$ cat config.mk
export PLATFORM = sky130hd
export DESIGN_NAME = ppr_cordic
export DESIGN_NICKNAME = d
export VERILOG_FILES = /design/src/sv/ppr_pkg.sv /design/src/sv/ppr_cordic.sv
export SDC_FILE = /design/constraint.sdc
export NUM_CORES = 2
export LEC_CHECK = 0
export BUFFER_PORTS_ARGS = -buffer_cell sky130_fd_sc_hd__clkbuf_2
export CAP_MARGIN = 20
export CORE_MARGIN = 8
export CORE_UTILIZATION = 29
export DETAILED_ROUTE_END_ITERATION = 10
export PLACE_DENSITY = 0.51
export SKIP_LAST_GASP = 1
export SYNTH_ARGS = -nofsm -noshare
export SYNTH_HDL_FRONTEND = slang
export SYNTH_SLANG_ARGS = --single-unit
$ cat constraint.sdc
create_clock -name i_clk -period 11.2 [get_ports i_clk]
set_input_delay 1.12 -clock i_clk [delete_from_list [all_inputs] [get_ports i_clk]]
set_output_delay 1.12 -clock i_clk [all_outputs]
set_load 0.005 [all_outputs]
$ cat src/sv/ppr_pkg.sv
// Package for the polar pose regulator: angle constants, arctangent table,
// register index codes and a shared angle wrap function. No dependencies.
package ppr_pkg;

    typedef logic signed [15:0] t_angle;

    localparam int ANG_W = 16;
    localparam int SQ_W = 34;
    localparam int ROOT_W = SQ_W / 2;
    localparam int Z_W = 34;
    localparam int TAB_LEN = 24;

    localparam logic signed [17:0] PI_Q13 = 18'sd25736;
    localparam logic signed [17:0] TWO_PI_Q13 = 18'sd51472;
    localparam logic signed [17:0] HALF_PI_Q13 = 18'sd12868;
    localparam logic signed [Z_W-1:0] HALF_PI_Q30 = 34'sd1686629713;

    // atan(2^-i) in Q2.30
    localparam logic [31:0] ATAN_TAB [0:TAB_LEN-1] = '{
        32'h3243F6A8, 32'h1DAC6705, 32'h0FADBAFC, 32'h07F56EA6, 32'h03FEAB76, 32'h01FFD55B,
        32'h00FFFAAA, 32'h007FFF55, 32'h003FFFEA, 32'h001FFFFD, 32'h000FFFFF, 32'h0007FFFF,
        32'h0003FFFF, 32'h0001FFFF, 32'h0000FFFF, 32'h00007FFF, 32'h00003FFF, 32'h00001FFF,
        32'h00000FFF, 32'h000007FF, 32'h000003FF, 32'h000001FF, 32'h000000FF, 32'h0000007F
    };

    typedef enum logic [2:0] {
        REG_GOAL_X        = 3'd0,
        REG_GOAL_Y        = 3'd1,
        REG_GOAL_HEADING  = 3'd2,
        REG_GAIN_DISTANCE = 3'd3,
        REG_GAIN_ALPHA    = 3'd4,
        REG_GAIN_BETA     = 3'd5,
        REG_DIST_TOL      = 3'd6,
        REG_HEAD_TOL      = 3'd7
    } t_cfg_idx;

    // Map an angle within +-3pi into [-pi, pi)
    function automatic t_angle ppr_wrap(input logic signed [17:0] a);
        logic signed [17:0] d;
        d = a;
        if (a >= PI_Q13) begin
            d = a - TWO_PI_Q13;
        end else if (a < -PI_Q13) begin
            d = a + TWO_PI_Q13;
        end
        return ANG_W'(d);
    endfunction

endpackage

$ cat src/sv/ppr_cordic.sv
// Pipelined atan2 by CORDIC vectoring: normalize, quadrant fold, STEPS
// rotation stages, rounding. Depends on ppr_pkg.
module ppr_cordic #(
    parameter int IN_W = 17,
    parameter int VW = 16,
    parameter int STEPS = 16
) (
    input  logic                   i_clk,
    input  logic                   i_en,
    input  logic signed [IN_W-1:0] i_y,
    input  logic signed [IN_W-1:0] i_x,
    output ppr_pkg::t_angle        o_angle
);
    import ppr_pkg::*;

    localparam int PW = $clog2(IN_W);
    localparam int TGT = VW - 3;
    localparam int XW = IN_W + VW;
    localparam int CW = VW + 2;

    // normalize: find msb of the larger magnitude
    logic [IN_W-1:0] w_ax, w_ay, w_m;
    logic [PW-1:0]   w_p;
    logic signed [IN_W-1:0] r_ax_x, r_ax_y;
    logic [PW-1:0]   r_p;
    logic            r_zero_a;

    always_comb begin
        w_ax = i_x[IN_W-1] ? IN_W'(-i_x) : IN_W'(i_x);
        w_ay = i_y[IN_W-1] ? IN_W'(-i_y) : IN_W'(i_y);
        w_m = (w_ax > w_ay) ? w_ax : w_ay;
        w_p = '0;
        for (int k = 0; k < IN_W; k++) begin
            if (w_m[k]) begin
                w_p = PW'(k);
            end
        end
    end

    always_ff @(posedge i_clk) begin
        if (i_en) begin
            r_ax_x <= i_x;
            r_ax_y <= i_y;
            r_p <= w_p;
            r_zero_a <= (w_m == '0);
        end
    end

    // scale and fold into the right half plane
    logic signed [XW-1:0] w_xw, w_yw;
    logic signed [CW-1:0] w_xs, w_ys, n_x0, n_y0;
    logic signed [Z_W-1:0] n_z0;

    always_comb begin
        w_xw = XW'(r_ax_x);
        w_yw = XW'(r_ax_y);
        if (int'(r_p) > TGT) begin
            w_xs = CW'(w_xw >>> (int'(r_p) - TGT));
            w_ys = CW'(w_yw >>> (int'(r_p) - TGT));
        end else begin
            w_xs = CW'(w_xw <<< (TGT - int'(r_p)));
            w_ys = CW'(w_yw <<< (TGT - int'(r_p)));
        end
        n_x0 = w_xs;
        n_y0 = w_ys;
        n_z0 = '0;
        if (w_xs < 0) begin
            if (w_ys >= 0) begin
                n_x0 = w_ys;
                n_y0 = -w_xs;
                n_z0 = HALF_PI_Q30;
            end else begin
                n_x0 = -w_ys;
                n_y0 = w_xs;
                n_z0 = -HALF_PI_Q30;
            end
        end
    end

    logic signed [CW-1:0]  r_x [0:STEPS];
    logic signed [CW-1:0]  r_y [0:STEPS];
    logic signed [Z_W-1:0] r_z [0:STEPS];
    logic                  r_zero [0:STEPS];

    always_ff @(posedge i_clk) begin
        if (i_en) begin
            r_x[0] <= n_x0;
            r_y[0] <= n_y0;
            r_z[0] <= n_z0;
            r_zero[0] <= r_zero_a;
        end
    end

    genvar g;
    generate
        for (g = 0; g < STEPS; g++) begin : g_rot
            localparam logic signed [Z_W-1:0] ANG = Z_W'({2'b00, ATAN_TAB[g]});
            logic signed [CW-1:0] w_xsh, w_ysh;
            assign w_xsh = r_x[g] >>> g;
            assign w_ysh = r_y[g] >>> g;
            always_ff @(posedge i_clk) begin
                if (i_en) begin
                    if (r_y[g] > 0) begin
                        r_x[g+1] <= r_x[g] + w_ysh;
                        r_y[g+1] <= r_y[g] - w_xsh;
                        r_z[g+1] <= r_z[g] + ANG;
                    end else begin
                        r_x[g+1] <= r_x[g] - w_ysh;
                        r_y[g+1] <= r_y[g] + w_xsh;
                        r_z[g+1] <= r_z[g] - ANG;
                    end
                    r_zero[g+1] <= r_zero[g];
                end
            end
        end
    endgenerate

    // Q2.30 to Q3.13, ties up
    logic signed [Z_W-1:0] w_zr;
    assign w_zr = r_z[STEPS] + Z_W'(65536);

    always_ff @(posedge i_clk) begin
        if (i_en) begin
            o_angle <= r_zero[STEPS] ? '0 : w_zr[ANG_W+16:17];
        end
    end
endmodule

==> reports/metrics.csv <==
stage;metric;value;unit
floorplanning;# IOs;52;
clocking;clk root buf;clkbuf_16;
clocking;CTS Hold Bufs;0;
detailed_routing;post-route ant nets;0;
cells_and_area;fillers;31543;
clocking;CTS tree;built;
min_path;Worst Hold Class;flop to flop;
cells_and_area;fraction of layout cells with a size suffix above 1;5.338;%
sta;RSZ-0062 raised after global routing;false;
synth;Seq cells post-synth;1126;
place;RePlAce Congestion;0.8735;
global_routing;GRT Resource Usage Total;13.04;%
floorplanning;die area;330400;µm²
floorplanning;total core area;311400;µm²
clocking;Num Clock Sinks;1126;
synth;Synth top area share;37.33;%
critical_path;Slowest-stage cell, CP;o41ai_1;
synth;Area contributors post-synth;edfxtp_1 37%, ha_1 15%, xnor2_1 7.9%, a21oi_1 4.0%, xor2_1 3.2%;
detailed_routing;drt wl/cell;16.85;µm
synth;Mapped Area;90570;µm²
floorplanning;FP Rows;205;
critical_path;Data required, critical path;11750;ps
synth;Yosys cell types;113;
critical_path;critical path capture point type;flop;
sta;Highest Clock Rate;158.8;MHz
global_routing;initial antenna violation count;1;
synth;Post-synth EDFFs;1126;
clocking;H-tree levels;4;
sta;Final Cycle Share;56.23;%
cells_and_area;Final Net Count;10296;
sta;final setup fails;0;
sta;Hold Fails Final Rpt;0;
critical_path;Startpoint Class;flop;
critical_path;CP most frequent cell;a21oi_1;
clocking;worst skew pair latency;810;ps
clocking;setup bufs post-CTS;0;
synth;YS warnings;0;
critical_path;r2r setup slk;4900;ps
sta;Slew headroom;28.47;%
synth;ys async rst share;0;%
critical_path;Critical Path AT;6840;ps
clocking;Clock transition at path regs;60;ps
synth;Syn Nets;10210;
floorplanning;Die Y;574.8;µm
clocking;CTS buffer count;146;
global_routing;GRT overflow;0;
floorplanning;die width;574.8;µm
critical_path;CP max stage delay;650;ps
cells_and_area;Multi-input gate area;54360;µm²
sta;setup TNS;0;ps
clocking;maximum clock path buffer count;4;
detailed_routing;vias per cell;5.077;
place;Port Buffer Count;51;
sta;worst slew pin tran;1069;ps
synth;syn_area_per_cell;9.989;µm²
detailed_routing;drt total wl;225700;µm
critical_path;worst path cell trace;or4_1 > nor3_1 > a21oi_1 > nand2b_1 > buf_4 > inv_1 > buf_4 > mux2i_1 > fa_1 > a21o_1 > a21oi_1 > nor2b_1 > o21a_1 > nor3_1 > o31ai_1 > o41ai_1 > o2111ai_1 > a21oi_1 > xnor2_1;
sta;min Tclk post-route;6298;ps
synth;area leader, netlist;edfxtp_1;
critical_path;CP Max Fanout;28;
global_routing;first-pass GRT wire length;359800;µm
sta;max-slew violation count;0;
clocking;PostCTS Resize Cnt;0;
sta;clock skew;53.28;ps
cells_and_area;Register Area;33810;µm²
detailed_routing;via count;68016;
floorplanning;initial core utilization;29.09;%
sta;worst hold slack;414.4;ps
critical_path;Critical Setup Path Class;flop to flop;
detailed_routing;DR iter-0 viols;4013;
detailed_routing;DRC violations left;0;
synth;Seq/Total Area, Yosys;37.33;%
job;Max Cap Violations;0;
synth;Cells after Synth;9067;
detailed_routing;first-pass iteration count of the detailed router;6;
place;DP Wirelength;175700;µm
cells_and_area;Layout area overhead;10.83;%
synth;most frequent cell after synthesis;edfxtp_1;
synth;ys flop type;edfxtp_1;
outcome;status;completed;
synth;Commonest cells post-synth;1,126 x edfxtp_1, 1,060 x ha_1, 818 x xnor2_1;
global_routing;vias in the first global route;67911;
global_routing;largest net degree at the start of global routing;176;
-- layer usage --
layer	part of all wire, %	wire length (µm)	GRT usage (%)	vias to the layer above
met5	0	0	0	-
met4	3.7	8376	4.664	0
li1	-	-	-	33996
met3	3.8	8609	1.773	421
met1	43	96960	15.45	32261
met2	50	111800	24.00	1338
-- sequential cells by signal, indices dropped and copies added, names as in the netlist --
name      count
r_z         510
r_y         287
r_x         256
r_ax_x       17
r_ax_y       17
r_zero       17
o_angle      16
r_p           5
r_zero_a      1
-- critical path: cells and delay by family, from the launching register on --
kind,cells,cell delay [ps]
simple gates,5,1940
compound gates,8,1920
buf+inv,3,920
flops,1,500
fa+ha+maj,1,440
mux,1,200
xor+xnor,1,90
-- placed cells by master (no fill, tap or decap), drive strengths merged, types with 144 or more instances in the layout --
| master | count |
|---|---|
| edfxtp | 1126 |
| ha | 1060 |
| xnor2 | 820 |
| a21oi | 734 |
| nor2 | 709 |
| nand2 | 530 |
| o21ai | 514 |
| inv | 444 |
| xor2 | 335 |
| a21o | 296 |
| nor3 | 241 |
| clkbuf | 217 |
| nand3 | 204 |
| nor2b | 144 |
-- area by class of cell --
cell class                 instances  share of cell area, %
sequential                      1126                  33.68
multi-input combinational       7324                  54.16
clock inverter                    83                 0.8127
inverter                         443                  1.657
tap                             4140                  5.160
antenna                            1               0.002493
clock buffer                     167                  3.782
timing repair buffer             112                 0.7454
-- kinds of logic (layout without fill, tap and decap cells) --
group                    after synthesis  count (layout)  synth area share [%]
other                                  0               1                     0
AO/OA/AOI/OAI                       2520            2520                 18.05
flip-flops                          1126            1126                 37.33
AND/OR/NAND/NOR                     2369            2369                 12.57
buffers and inverters                617             805                 2.712
adder cells (fa/ha/maj)             1107            1107                 15.68
XOR/XNOR                            1155            1155                 11.19
multiplexers                         173             173                 2.459
-- stage by stage --
step | util [%] | instances | instance area [µm²] | worst slack [ps]
after floorplan | - | 9067 | 90570 | 5639
after global placement | 30.75 | 13145 | 95760 | 4361
after detailed placement | 30.75 | 13145 | 95760 | 4336
after CTS | 32.24 | 13395 | 100400 | 5015
after global routing | 32.24 | 13396 | 100400 | 4494
final | 32.24 | 13396 | 100400 | 4902
-- worst paths after layout --
check	from	to	cells past startpoint
worst max-delay path	r_y[1][12]	r_x[2][16]	19
worst min-delay path	r_zero[4]	r_zero[5]	0
worst max register to register	r_y[1][12]	r_x[2][16]	19
worst min register to register	r_zero[4]	r_zero[5]	0
Power is left out: the tool's default activity adds up to more than one toggle a clock period on the data nets, which glitch-free logic cannot reach.
