File: src/sv/ppr_pkg.sv
// Package for the polar pose regulator: angle constants, arctangent table,
// register index codes and a shared angle wrap function. No dependencies.
package ppr_pkg;

    typedef logic signed [15:0] t_angle;

    localparam int ANG_W = 16;
    localparam int SQ_W = 34;
    localparam int ROOT_W = SQ_W / 2;
    localparam int Z_W = 34;
    localparam int TAB_LEN = 24;

    localparam logic signed [17:0] PI_Q13 = 18'sd25736;
    localparam logic signed [17:0] TWO_PI_Q13 = 18'sd51472;
    localparam logic signed [17:0] HALF_PI_Q13 = 18'sd12868;
    localparam logic signed [Z_W-1:0] HALF_PI_Q30 = 34'sd1686629713;

    // atan(2^-i) in Q2.30
    localparam logic [31:0] ATAN_TAB [0:TAB_LEN-1] = '{
        32'h3243F6A8, 32'h1DAC6705, 32'h0FADBAFC, 32'h07F56EA6, 32'h03FEAB76, 32'h01FFD55B,
        32'h00FFFAAA, 32'h007FFF55, 32'h003FFFEA, 32'h001FFFFD, 32'h000FFFFF, 32'h0007FFFF,
        32'h0003FFFF, 32'h0001FFFF, 32'h0000FFFF, 32'h00007FFF, 32'h00003FFF, 32'h00001FFF,
        32'h00000FFF, 32'h000007FF, 32'h000003FF, 32'h000001FF, 32'h000000FF, 32'h0000007F
    };

    typedef enum logic [2:0] {
        REG_GOAL_X        = 3'd0,
        REG_GOAL_Y        = 3'd1,
        REG_GOAL_HEADING  = 3'd2,
        REG_GAIN_DISTANCE = 3'd3,
        REG_GAIN_ALPHA    = 3'd4,
        REG_GAIN_BETA     = 3'd5,
        REG_DIST_TOL      = 3'd6,
        REG_HEAD_TOL      = 3'd7
    } t_cfg_idx;

    // Map an angle within +-3pi into [-pi, pi)
    function automatic t_angle ppr_wrap(input logic signed [17:0] a);
        logic signed [17:0] d;
        d = a;
        if (a >= PI_Q13) begin
            d = a - TWO_PI_Q13;
        end else if (a < -PI_Q13) begin
            d = a + TWO_PI_Q13;
        end
        return ANG_W'(d);
    endfunction

endpackage

File: src/sv/ppr_isqrt.sv
// Pipelined integer square root, one result bit per stage.
// Depends on ppr_pkg.
module ppr_isqrt (
    input  logic                      i_clk,
    input  logic                      i_en,
    input  logic [ppr_pkg::SQ_W-1:0]  i_v,
    output logic [ppr_pkg::ROOT_W-1:0] o_root
);
    import ppr_pkg::*;

    logic [SQ_W-1:0] r_v [1:ROOT_W];
    logic [SQ_W-1:0] r_r [1:ROOT_W];

    genvar g;
    generate
        for (g = 0; g < ROOT_W; g++) begin : g_step
            localparam logic [SQ_W:0] BIT = (SQ_W+1)'(1) << (SQ_W - 2 - 2*g);
            logic [SQ_W-1:0] w_v, w_r, n_v, n_r;
            logic [SQ_W:0]   w_sum;
            if (g == 0) begin : g_first
                assign w_v = i_v;
                assign w_r = '0;
            end else begin : g_next
                assign w_v = r_v[g];
                assign w_r = r_r[g];
            end
            always_comb begin
                w_sum = {1'b0, w_r} + BIT;
                if ({1'b0, w_v} >= w_sum) begin
                    n_v = SQ_W'({1'b0, w_v} - w_sum);
                    n_r = SQ_W'({1'b0, w_r >> 1} + BIT);
                end else begin
                    n_v = w_v;
                    n_r = w_r >> 1;
                end
            end
            always_ff @(posedge i_clk) begin
                if (i_en) begin
                    r_v[g+1] <= n_v;
                    r_r[g+1] <= n_r;
                end
            end
        end
    endgenerate

    assign o_root = r_r[ROOT_W][ROOT_W-1:0];
endmodule

File: config.mk
export PLATFORM = sky130hd
export DESIGN_NAME = ppr_isqrt
export DESIGN_NICKNAME = d
export VERILOG_FILES = /design/src/sv/ppr_pkg.sv /design/src/sv/ppr_isqrt.sv
export SDC_FILE = /design/constraint.sdc
export NUM_CORES = 1
export LEC_CHECK = 0
export ABC_AREA = 1
export BUFFER_PORTS_ARGS = -buffer_cell sky130_fd_sc_hd__buf_2
export CAP_MARGIN = 30
export CELL_PAD_IN_SITES_DETAIL_PLACEMENT = 0
export CELL_PAD_IN_SITES_GLOBAL_PLACEMENT = 2
export CORE_MARGIN = 5
export CORE_UTILIZATION = 44
export DETAILED_ROUTE_END_ITERATION = 10
export PLACE_DENSITY = 0.93
export SLEW_MARGIN = 10
export SYNTH_ARGS = -nofsm -noshare
export SYNTH_HDL_FRONTEND = slang
export SYNTH_SLANG_ARGS = --single-unit
File: constraint.sdc
create_clock -name i_clk -period 6.23 [get_ports i_clk]
set_clock_uncertainty 0.15 [all_clocks]
set_input_delay 1.246 -clock i_clk [delete_from_list [all_inputs] [get_ports i_clk]]
set_output_delay 1.246 -clock i_clk [all_outputs]
set_load 0.05 [all_outputs]
==> metrics.cfg, run 1 <==
[outcome]
status=finished, final reports clean

[critical_path]
path_class=reg2reg
cpPeakStageDelay_ns=0.42
reg2reg_slack_ns=3.18
r2r_start=r_v[0][490]
crit_slowest_cell=inv_2
timing.critical_path.mode_cell=nand2_1
worst-path-max-fanout=27
critPathLaunchType=register
reg2reg_to=r_v[0][520]
endpoint=r_v[0][520]
crit_arrival_ns=3.28
cp.required_ns=6.46
r2r_cells=12
worst_setup_path_end_kind=register
crit_chain=ha_1 -> nand2_1 -> nor2_1 -> nand3_1 -> nor2_1 -> nand3_1 -> nand2_1 -> inv_1 -> nand2_2 -> inv_2 -> nand2_1 -> nand2_1
crit_start=r_v[0][490]

[synth]
synth_cells=4228
yosysUniqueCellTypes=51
synth.area.top_cells=edfxtp_1 (55%), nand2_1 (13%), inv_1 (6.4%), ha_1 (5.4%), nor2_1 (3.9%)
syn_area_per_cell_um2=9.02
synth_warnings=0
ys_ff_latch=697
synth_top_cell_area_share_pct=54.9
async_flop_share_pct=0
synth_edf_count=697
netlist_area_mm2=0.0382
synth_nets=4430
ys.flop_type=edfxtp_1
yosys.area.top_type=edfxtp_1
synthTopCellsByCount=nand2_1 (1342), edfxtp_1 (697), inv_1 (648)
seq_area_frac_synth_pct=54.9
synth.most_common_cell=nand2_1

[die]
die-height_um=304
die_width_um=304
start_util_pct=44.1
rows=108
boundaryPins=53
die_area_mm2=0.0927
coreArea_mm2=0.0865

[clock_tree]
cts_buffer_depth=3
cts_tree=built
cts.clk_slew.worst_paths_ns=0.06
h-tree-depth=3
clkLatencyLatePin_ns=0.63
ctsResizeCount=0
numCtsBuffers=77
cts.sinks=697
cts_post_setup_buffers_inserted=0
cts_root_buffer=clkbuf_16
hold_buffers=0

[power]
p_leak_nw=18.6
ir_drop_v=0.000297
p_per_area_mw_per_mm2=328

[final_layout]
finalNonFillerCells=5552
nets=4540
antenna_cells=0
post-route-util_pct=48.9
fill_cells=8282
drive_above_1_share_pct=6.98
seq_area_mm2=0.0209
multi_input_area_mm2=0.0145
area_delta_synth_final_pct=10.9

[placement]
dpl_worst_slack_ns=3.19
globalplace.congestion=0.905
port-buffer-count=52
numPlacedInstances=5414
post-dp-hpwl_mm=73.9

[grt]
grt_overflow=0
grt_first_pass_wirelength_mm=149
grt_max_degree=135
track_usage_pct=20.2
grt_pass1_vias=26753
antenna_found_initial=0

[timing]
relSlewSlack_pct=40.7
setup_violations=0
worst_pin_slew_ns=0.879
finalHoldViolCount=0
period_minus_slack_ns=3.05
finalSetupTns_ns=0
drv_slew=0
rsz0062_at_grt=false
fin_crit_sh_pct=48.9
fin_ws_ns=3.18
clock.fmax_ghz=0.328

[routing]
vias=27691
drt_wl_total_mm=95.6
first_pass_iters=6
drt-initial-drc-count=2328
via_per_inst=4.99
drc=0
routedWlPerCell_um=17.2
postRouteAntennaNets=0

[worst_hold_path]
hold_path_class=reg2reg
hold_path_depth=0

[run]
max-cap-violations=0

==> worst max-delay path: cells and delay by family, from the launching register on <==
family                   cells  cell delay (ns)
AND/OR/NAND/NOR              9             1.40
buffers and inverters        2             0.46
adder cells (fa/ha/maj)      1             0.38
flip-flops                   1             0.39
==> kinds of logic (layout without fill, tap and decap cells) <==
kind of cell	Yosys count	count (layout)	synth area share, %
and+or+nand+nor	2243	2243	24.8
buffers and inverters	689	858	7.20
xor gates and xnor gates	125	125	2.87
adders and majority gates	166	166	5.44
DFF	697	697	54.9
AOI/OAI and AO/OA	308	308	4.79
==> cells in the final DEF (no fill, tap or decap), types with 9 or more instances in the layout <==
cell / synthesis / routed
clkbuf_16: 0 / 77
bufinv_16: 0 / 9
nand3_1: 239 / 239
ha_1: 166 / 166
nand2_1: 1342 / 1342
nor2_1: 400 / 400
buf_2: 6 / 51
nor3_2: 10 / 10
nand4_1: 69 / 69
nor2_2: 16 / 16
inv_1: 648 / 648
o21ai_0: 85 / 85
o21bai_1: 9 / 9
o21ai_1: 15 / 15
or2_2: 16 / 16
nor4_1: 31 / 31
xnor2_1: 40 / 40
nor3_1: 55 / 55
nand3b_1: 22 / 22
xor2_1: 85 / 85
inv_2: 10 / 10
a21oi_2: 48 / 48
edfxtp_1: 697 / 697
clkbuf_1: 1 / 15
a21oi_1: 128 / 128
nand2_2: 11 / 11
clkinv_1: 0 / 12
==> state kept, by name (all words and copies together), names as in the netlist <==
register  count
r_v         544
r_r         153
==> worst min-delay path by stage <==
stage          slack (ns)        start           to
2_1_floorplan        0.27  r_v[0][109]  r_v[0][143]
5_1_grt              0.30  r_r[0][488]  r_r[0][521]
6_report             0.29  r_v[0][346]  r_v[0][380]
3_5_place_dp         0.27  r_v[0][346]  r_v[0][380]
4_1_cts              0.29  r_v[0][346]  r_v[0][380]
3_3_place_gp         0.27  r_v[0][340]  r_v[0][374]
==> routing by layer <==
metal | wire length (um) | vias up | GRT usage (%)
met2 | 44700 | 595 | 33.8
met1 | 44600 | 12871 | 28.4
li1 | - | 14090 | -
met3 | 4200 | 135 | 2.62
met4 | 2130 | 0 | 4.70
met5 | 0 | - | 0
==> cell type report <==
class,count,share of cell area [%]
flip-flops and latches,697,49.5
inverters,660,5.87
clock buffers,92,4.69
clock inverters,46,1.38
well taps,1155,3.42
multi-input cells,2842,34.2
repair buffers,60,0.929
==> power breakdown <==
part	internal [mW]	switching, mW	leakage, nW
clock network	2.68	1.93	1.22
logic	0.997	1.97	10.6
registers	5.88	0.429	6.69
total	9.57	4.33	18.6
==> through the flow <==
stage / hold slack (ns) / power [mW] / instance area, um2
final: 0.289 / 13.9 / 42300
after global routing: 0.303 / 14.7 / 42300
after CTS: 0.289 / 14.0 / 42300
after detailed placement: 0.274 / 9.36 / 39700
after global placement: 0.272 / 9.35 / 39700
after floorplan: 0.267 / 8.38 / 38200
Power figures use the tool's default switching activity.
==> run 2, diff against run 1 <==
--- a/config.mk
+++ b/config.mk
@@ -11,9 +11,9 @@
 export CELL_PAD_IN_SITES_DETAIL_PLACEMENT = 0
 export CELL_PAD_IN_SITES_GLOBAL_PLACEMENT = 2
 export CORE_MARGIN = 5
-export CORE_UTILIZATION = 44
+export CORE_UTILIZATION = 37
 export DETAILED_ROUTE_END_ITERATION = 10
-export PLACE_DENSITY = 0.93
+export PLACE_DENSITY = 0.84
 export SLEW_MARGIN = 10
 export SYNTH_ARGS = -nofsm -noshare
 export SYNTH_HDL_FRONTEND = slang
==> constraint.sdc (replaced) <==
create_clock -name i_clk -period 2.7 [get_ports i_clk]
set_clock_uncertainty 0.15 [all_clocks]
set_input_delay 0.54 -clock i_clk [delete_from_list [all_inputs] [get_ports i_clk]]
set_output_delay 0.54 -clock i_clk [all_outputs]
set_load 0.05 [all_outputs]
==> metrics.cfg, run 2 (synthesis results as in run 1) <==
[run]
max-cap-violations=0  ; unchanged

[timing]
clock.fmax_ghz=0.392  ; +20%
fin_crit_sh_pct=94.4  ; +45 points
drv_slew=0  ; unchanged
setup_violations=0  ; unchanged
whs_ns=0.146  ; -0.142 ns
worst_pin_slew_ns=0.575  ; -0.305 ns
relSlewSlack_pct=61.3  ; +21 points
finalSetupTns_ns=0  ; unchanged
period_minus_slack_ns=2.55  ; -0.500 ns
rsz0062_at_grt=false
finalHoldViolCount=0  ; unchanged

[die]
boundaryPins=53  ; unchanged
die_width_um=331  ; +8.8%
coreArea_mm2=0.102  ; +18%
start_util_pct=37.4  ; -6.7 points
die_area_mm2=0.110  ; +18%
rows=117  ; +8.3%
die-height_um=331  ; +8.8%

[power]
ir_drop_v=0.000510  ; +72%
switchingPower_mw=10.1  ; +130%
seq_power_share_pct=44.6  ; -0.8 points
p_int_mw=22.5  ; +140%
p_leak_nw=19.4  ; +4.6%
p_sw_share_pct=30.9  ; -0.21 points
p_clk_share_pct=33.4  ; +0.2 points
p_per_area_mw_per_mm2=740  ; +130%
pwr-share-comb_pct=22.0  ; +0.6 points

[routing]
top_layer=met4
wl_met2_mm=47.4  ; +6.0%
postRouteAntennaNets=0  ; unchanged
drc=0  ; unchanged
first_pass_iters=6  ; unchanged
drt-initial-drc-count=1938  ; -17%
vias=28113  ; +1.5%
via_per_inst=4.75  ; -4.7%
met1_length_mm=45.4  ; +1.9%
drt_wl_total_mm=101  ; +5.1%
routedWlPerCell_um=17.0  ; -1.4%
wl_met3_mm=4.08  ; -2.9%

[critical_path]
path_class=reg2reg
worst_setup_path_end_kind=register
critPathLaunchType=register
cp.required_ns=2.92  ; -3.54 ns
crit_arrival_ns=2.77  ; -0.51 ns
reg2reg_to=r_v[0][438]
cp_num_buf_inv=1  ; -1
worst-path-max-fanout=19  ; -30%
r2r_start=r_v[0][396]
cpLargestDelayFamily=compound AO/OA/AOI/OAI gates
r2r_cells=7  ; -5
timing.critical_path.mode_cell=a21oi_1
cpPeakStageDelay_ns=0.41  ; about the same
crit_slowest_cell=ha_1
crit_chain=ha_1 -> a21oi_1 -> o21ai_0 -> nor3_2 -> nand3_2 -> inv_2 -> a21oi_1
reg2reg_slack_ns=0.15  ; -3.03 ns

[final_layout]
area_delta_synth_final_pct=15.6
final_common_cell=nand2_1
largestRegisters=r_v: 544 flops, r_r: 153 flops
largest_reg_flops=544  ; unchanged
final_cell_mix=nand2_1 (1342), edfxtp_1 (697), inv_1 (648)
fill_cells=9975  ; +20%
nets=4687  ; +3.2%
drive_above_1_share_pct=9.30  ; +2.3 points
largest_register=r_v
antenna_cells=0  ; unchanged

[clock_tree]
cts_tree=built
clkLatencyLatePin_ns=0.65  ; +0.02 ns
cts.clk_slew.worst_paths_ns=0.06  ; about the same
cts_buffer_depth=3  ; unchanged
h-tree-depth=3  ; unchanged
cts_root_buffer=clkbuf_16
cts.sinks=697  ; unchanged
numCtsBuffers=77  ; unchanged

[placement]
post-dp-hpwl_mm=78.9  ; +6.8%
globalplace.congestion=0.858  ; -5.2%
port-buffer-count=52  ; unchanged

[grt]
grt_max_degree=104  ; -23%
antenna_found_initial=0  ; unchanged
grt_first_pass_wirelength_mm=157  ; +5.3%
grt_overflow=0  ; unchanged
track_usage_pct=18.4  ; -1.8 points
grt_pass1_vias=27570  ; +3.1%

[worst_hold_path]
hold_path_depth=1  ; +1
hold_path_class=in2reg
min_to=r_v[0][336]
hold_path_startpoint=i_en

[outcome]
status=finished, final reports clean

[run 2: cell type report]
cell class	count	area [um2]	area share, %
Clock inverter	53	634	1.44
Sequential cell	697	20900	47.5
Timing Repair Buffer	207	1830	4.14
Multi-Input combinational cell	2842	14500	32.9
Clock buffer	88	1990	4.51
Tap cell	1368	1710	3.88
Inverter	660	2490	5.64
[run 2: worst max-delay path by stage]
stage | startpoint | to | slack (ns) | cells after the start
CTS | r_r[0][450] | r_v[0][488] | 0.05 | 13
global placement | r_v[0][525] | r_v[0][548] | 0.07 | 11
detailed placement | r_v[0][525] | r_v[0][548] | 0.06 | 11
finish | r_v[0][396] | r_v[0][438] | 0.15 | 7
floorplan | r_v[0][226] | r_v[0][265] | 0.53 | 10
global route | r_r[0][292] | r_v[0][330] | 0.006 | 9
[run 2: worst reg2reg max path, cell delays in order, from the launching register on]
cell and delay [ns]:
edfxtp_1 0.39, ha_1 0.41, a21oi_1 0.27, o21ai_0 0.22, nor3_2 0.26, nand3_2 0.12
inv_2 0.31, a21oi_1 0.15
[run 2: power by group through the flow]
stage	Clock [mW]	Combinational (mW)	Sequential (mW)
6_report	10.9	7.17	14.6
2_1_floorplan	0	5.01	14.3
4_1_cts	11.2	7.17	14.6
5_1_grt	11.7	8.19	14.7
3_5_place_dp	0	7.08	14.8
3_3_place_gp	0	7.09	14.8
[run 2: metal layers]
layer,vias up,GRT usage [%]
met5,-,0
met4,0,6.34
met3,159,2.81
met2,546,30.8
met1,13016,24.4
li1,14392,-
[run 2: through the flow]
stage	instance area, um2	utilization [%]	setup slack (ns)	power, mW	cells
floorplan	38200	-	0.534	19.3	4228
finish	44100	43.2	0.150	32.6	5915
detailed placement	41100	40.2	0.0648	21.9	5738
global placement	41100	40.2	0.0689	21.9	5738
global route	44100	43.2	0.00632	34.5	5915
CTS	44000	43.1	0.0461	33.0	5914
[run 2: repair_timing]
| item | 4_1_cts | 5_1_grt |
|---|---|---|
| endpoints found under the setup margin | 0 | 65 |
| setup buffers | 0 | 1 |
| resized for setup | 0 | 12 |
| endpoints found under the hold margin | 35 | 0 |
| hold buffers | 35 | 0 |
